[src/rtl/hsd_pkg.sv]
// ----------------------------------------------------------------------------
// hsd_pkg
// Types, constants and round functions of the HChaCha20 subkey pipeline.
// ----------------------------------------------------------------------------
package hsd_pkg;

    // Field widths
    localparam int unsigned WORD_W     = 32;
    localparam int unsigned FIELD_W    = 64;
    localparam int unsigned CFG_IDX_W  = 2;

    // Ten double rounds, each cut into four half quarter-round steps
    localparam int unsigned TOTAL_DOUBLE_ROUNDS = 10;
    localparam int unsigned STEPS_PER_DR        = 4;
    localparam int unsigned NUM_STAGES          = TOTAL_DOUBLE_ROUNDS * STEPS_PER_DR;

    // "expand 32-byte k"
    localparam logic [WORD_W-1:0] SIGMA_0 = 32'h6170_7865;
    localparam logic [WORD_W-1:0] SIGMA_1 = 32'h3320_646e;
    localparam logic [WORD_W-1:0] SIGMA_2 = 32'h7962_2d32;
    localparam logic [WORD_W-1:0] SIGMA_3 = 32'h6b20_6574;

    typedef logic [15:0][WORD_W-1:0] state_t;
    typedef logic [7:0][WORD_W-1:0]  key_words_t;

    // Configuration register indexes
    typedef enum logic [CFG_IDX_W-1:0] {
        CFG_KEY_A = 2'd0,
        CFG_KEY_B = 2'd1,
        CFG_KEY_C = 2'd2,
        CFG_KEY_D = 2'd3
    } cfg_idx_t;

    function automatic logic [WORD_W-1:0] rotl32(input logic [WORD_W-1:0] v,
                                                 input logic [4:0] n);
        rotl32 = WORD_W'(v << n) | WORD_W'(v >> (6'd32 - {1'b0, n}));
    endfunction

    // Apply one half of a quarter round to all four quarters of a round.
    // diag selects the diagonal round, second selects the 8/7 rotate half.
    function automatic state_t half_step(input state_t x, input logic diag,
                                         input logic second);
        state_t          y;
        logic [1:0]      qb;
        logic [1:0]      qc;
        logic [1:0]      qd;
        logic [3:0]      ia;
        logic [3:0]      ib;
        logic [3:0]      ic;
        logic [3:0]      id;
        logic [4:0]      r1;
        logic [4:0]      r2;
        logic [WORD_W-1:0] a;
        logic [WORD_W-1:0] b;
        logic [WORD_W-1:0] c;
        logic [WORD_W-1:0] d;
        y  = x;
        r1 = second ? 5'd8 : 5'd16;
        r2 = second ? 5'd7 : 5'd12;
        for (int q = 0; q < 4; q++) begin
            qb = 2'(q) + (diag ? 2'd1 : 2'd0);
            qc = 2'(q) + (diag ? 2'd2 : 2'd0);
            qd = 2'(q) + (diag ? 2'd3 : 2'd0);
            ia = {2'b00, 2'(q)};
            ib = {2'b01, qb};
            ic = {2'b10, qc};
            id = {2'b11, qd};
            a = x[ia] + x[ib];
            d = rotl32(x[id] ^ a, r1);
            c = x[ic] + d;
            b = rotl32(x[ib] ^ c, r2);
            y[ia] = a;
            y[ib] = b;
            y[ic] = c;
            y[id] = d;
        end
        half_step = y;
    endfunction

endpackage

[src/rtl/hsd_stage.sv]
// ----------------------------------------------------------------------------
// hsd_stage
// One pipeline stage: half a quarter round on all four quarters, registered.
// ----------------------------------------------------------------------------
module hsd_stage #(
    parameter int unsigned STEP = 0
) (
    input  logic            clk,
    input  logic            rst_n,
    input  logic            in_valid,
    output logic            in_ready,
    input  hsd_pkg::state_t in_state,
    output logic            out_valid,
    input  logic            out_ready,
    output hsd_pkg::state_t out_state
);
    import hsd_pkg::*;

    // Bit 1 picks column or diagonal round, bit 0 the rotate pair
    localparam logic DIAG   = STEP[1];
    localparam logic SECOND = STEP[0];

    logic   valid_reg;
    logic   valid_next;
    state_t state_reg;
    state_t state_next;

    // Take a word when this stage is empty or its word moves on
    assign in_ready   = !valid_reg || out_ready;
    assign valid_next = in_ready ? in_valid : valid_reg;
    assign state_next = half_step(in_state, DIAG, SECOND);

    always_ff @(posedge clk or negedge rst_n)
    begin
        if (!rst_n)
        begin
            valid_reg <= 1'b0;
        end
        else
        begin
            valid_reg <= valid_next;
        end
    end

    // Load payload only on an accepted word
    always_ff @(posedge clk)
    begin
        if (in_valid && in_ready)
        begin
            state_reg <= state_next;
        end
    end

    assign out_valid = valid_reg;
    assign out_state = state_reg;

endmodule

[config.mk]
export PLATFORM = sky130hd
export DESIGN_NAME = hsd_stage
export DESIGN_NICKNAME = d
export VERILOG_FILES = /design/src/rtl/hsd_pkg.sv /design/src/rtl/hsd_stage.sv
export SDC_FILE = /design/constraint.sdc
export NUM_CORES = 1
export LEC_CHECK = 0
export BUFFER_PORTS_ARGS = -buffer_cell sky130_fd_sc_hd__buf_4
export CAP_MARGIN = 10
export CORE_AREA = 4 4 400 402
export CTS_CLUSTER_SIZE = 12
export DETAILED_ROUTE_END_ITERATION = 16
export DIE_AREA = 0 0 404 406
export PLACE_DENSITY = 0.49
export SLEW_MARGIN = 20
export SYNTH_ARGS = -nofsm -noshare
export SYNTH_HDL_FRONTEND = slang
export SYNTH_SLANG_ARGS = --single-unit
[constraint.sdc]
create_clock -name clk -period 29.7 [get_ports clk]
set_input_delay 2.97 -clock clk [delete_from_list [all_inputs] [get_ports clk]]
set_output_delay 2.97 -clock clk [all_outputs]
set_load 0.01 [all_outputs]
==> results by group <==
Outcome
  – Status: finished, final reports clean

Finish
  – Final Cell Area: roughly 0.042 sq mm
  – Syn-to-layout area delta: 42.6%
  – Ratio of cells with drive above 1 in the final layout: 0.336
  – Layout Nets: around 4,200
  – Final Util: 0.270
  – Fill cell count: 16,500

Setup path
  – Worst R2R Setup Slack: between 20 and 30 ns
  – Worst EP arrival: about 10 ns
  – Critical Path Sink Type: flip-flop
  – Worst Path Max Fanout: 5
  – WP data required: about 30 ns
  – Startpoint types: input pin
  – Setup CP Type: in -> reg

CTS
  – CTS sink cnt: about 500
  – CTS root buf: clkbuf_16
  – Inserted Clock Buffers: 68
  – Clk buf depth: 3
  – Hold_buf cts: 0
  – Latest clock arrival within the worst-skew pair: roughly 0.65 ns
  – Setup Fix Bufs, Post-CTS: 0
  – Clk slew on worst S/H paths: ~0.06 ns
  – CTS tree: yes
  – Post-CTS Resized: 0
  – H-tree levels: 3

STA
  – Worst slew pin tran: 1.15 ns
  – Worst clock skew: roughly 0.033 ns
  – Tcrit/Tclk final: 0.325
  – Hold violation count in the final report: 0
  – TNS Setup: 0 ns
  – Final setup viols: 0
  – Slew HR: 0.233
  – Fmax: about 0.10 GHz
  – PnR worst setup slack: 20.04 ns
  – Final period demand of the worst path: just under 10 ns
  – RSZ-0062 raised after global routing: false
  – Max Slew Vio Count: 0

Detailed routing
  – Vias after detailed routing: roughly 24,000
  – Drt via density: 4.37
  – Routed wire length: roughly 150,000 microns
  – Residual DRC: 0
  – 1st-iter DRT viols: roughly 1,800
  – First-pass DRT Iterations: 6
  – Routed len/inst: ~26 microns
  – Antenna viol nets, final: 0

Floorplan
  – Top Ports: roughly 1,000
  – FP Rows: 145
  – DIE HEIGHT: just over 400 microns
  – Initial core utilization: 0.189
  – Die Span X: between 400 and 500 microns
  – CORE AREA: 0.156 sq mm
  – Die area: between 0.15 and 0.2 sq mm

Synth
  – Ys Warns: 0
  – Synth area leaders: edfxtp_1 (52%), ha_1 (11%), xor2_1 (9.3%)
  – Yosys reg bits: between 500 and 600
  – Syn Inst Count: approximately 2,300
  – Post-synth top flop: edfxtp_1
  – Area share of the largest cell type after synthesis: 0.521
  – Cell Area, Synth: 0.0295 sq mm
  – Count leader, synth: edfxtp_1
  – Asr flop ratio synth: 0.00195
  – Syn Area/Cell: 12.6 sq um
  – Netlist cell types: 80
  – Sequential area share after synthesis: 0.522
  – Synth cell count leaders: edfxtp_1 (512), xor2_1 (315), ha_1 (248)
  – Synth area leader: edfxtp_1
  – Mapped Nets: between 3,000 and 4,000
  – Number of flops mapped to enable cells by yosys: ~500

Placement
  – Placer Congestion: approximately 0.94
  – Pre-CTS setup slack: ~19 ns
  – DP Area: 0.0399 sq mm
  – Placed wire-length estimate: approximately 130,000 microns
  – # port buffers: 1,029

Global route
  – Grt met1 use: 0.208
  – Global route total overflow: 0
  – Grt met2 use: 0.284
  – GRT Resource Usage Total: 0.169
  – Met3 GRT Util: 0.0511
  – Grt peak-use layer: met2
  – Number of global-route vias before repair: 24,000
  – Initial antenna violation count: 22
  – Largest net degree at the start of global routing: between 80 and 90
  – Global-route wire length before repair: roughly 190,000 microns

Power
  – Pwr Total: roughly 3.3 mW
  – Maximum VDD drop: around 0.000037 V
  – P_leak: ~18 nW
  – Power per cell area: just under 80 mW/mm^2

Min path
  – Min-Delay Path Class: reg -> reg

Run
  – Max-Cap Viols: 0
[layer usage]
metal | vias up | part of all wire
met5 | - | 0.00025
met4 | 6 | 0.025
met3 | 154 | 0.085
met2 | 1020 | 0.48
met1 | 12000 | 0.41
li1 | 11100 | -
[logic make-up (layout without fill, tap and decap cells)]
kind of cell,after synthesis,after routing,share of synthesized area
simple gates,358,358,0.0597
flops,513,513,0.522
compound gates,659,659,0.151
xor+xnor,492,492,0.148
other cells,0,16,0
fa+ha+maj,256,256,0.111
buf+inv,68,1217,0.00869
[per-stage QoR]
stage	hold slack (ns)	std cells
after detailed placement	1.02	5431
final	0.951	5569
after floorplan	0.622	2346
after global placement	1.03	5431
after global routing	1.02	5564
after CTS	1.03	5553
[layout make-up]
cell class	instances	area [sq um]	share of cell area
Antenna cell	16	40.0	0.000951
Clock buffer	80	1790	0.0425
Clock inverter	42	398	0.00945
Inverter	55	206	0.00490
Multi-Input combinational cell	1765	13900	0.330
Sequential cell	513	15400	0.366
Tap cell	2058	2570	0.0611
Timing Repair Buffer	1040	7810	0.185
[critical path, cell delays in order]
cell       delay, ns
buf_4           0.12
ha_1            0.38
a21o_1          0.21
a21oi_1         0.35
o22ai_1         0.16
a21oi_1         0.70
nand2_1         0.21
a31oi_1         0.74
o21ai_0         0.26
a21oi_1         0.29
xnor2_1         0.20
xor2_1          0.15
ha_1            0.43
o2111ai_1       0.13
o21ai_0         0.35
a311o_1         0.37
a41oi_2         0.37
o21a_1          0.35
o31ai_2         0.71
a21oi_1         0.20
xnor2_1         0.26
xor2_1          0.10
[layout by cell type (no fill, tap or decap), types with 8 or more instances in the layout]
master | Yosys | final
o21ai_0 | 90 | 90
nor3_1 | 29 | 29
a211oi_1 | 25 | 24
clkinv_2 | 0 | 10
xor2_1 | 315 | 315
buf_4 | 0 | 1039
ha_1 | 248 | 248
a31oi_1 | 19 | 19
xnor2_1 | 172 | 172
o31a_1 | 8 | 8
inv_1 | 55 | 55
o21bai_1 | 28 | 28
nand4_1 | 17 | 17
nor2_1 | 91 | 91
diode_2 | 0 | 16
nand3_1 | 31 | 31
nand2_1 | 81 | 81
o21a_1 | 43 | 43
o21ai_1 | 8 | 8
nor2b_1 | 26 | 26
a21oi_1 | 184 | 184
clkbuf_16 | 0 | 70
edfxtp_1 | 512 | 512
o31ai_1 | 13 | 12
a21o_1 | 134 | 134
nand2b_1 | 26 | 26
and3_1 | 22 | 22
fa_1 | 8 | 8
clkinv_1 | 0 | 16
o211ai_1 | 11 | 11
clkbuf_1 | 12 | 10
[report_power, final]
group / switching (mW) / internal [mW] / total, mW
sequential: 0.0503 / 1.04 / 1.09
combinational: 0.804 / 0.532 / 1.34
clock: 0.343 / 0.484 / 0.828
total: 1.20 / 2.06 / 3.25
[final timing paths]
check	start	endpoint	depth (start not counted)
setup / recovery	in_state[103]	out_state[235]$_DFFE_PP_	22
hold / removal	out_valid$_DFFE_PN0N_	out_valid$_DFFE_PN0N_	2
setup reg to reg	out_valid$_DFFE_PN0N_	out_state[296]$_DFFE_PP_	5
hold reg to reg	out_valid$_DFFE_PN0N_	out_valid$_DFFE_PN0N_	2
max in group asynchronous	rst_n	out_valid$_DFFE_PN0N_	1
min in group asynchronous	rst_n	out_valid$_DFFE_PN0N_	1
[sequential cells by signal (all words and copies together) (netlist names)]
| name | cells |
|---|---|
| out_state | 512 |
| out_valid | 1 |
Power figures use the tool's default switching activity.
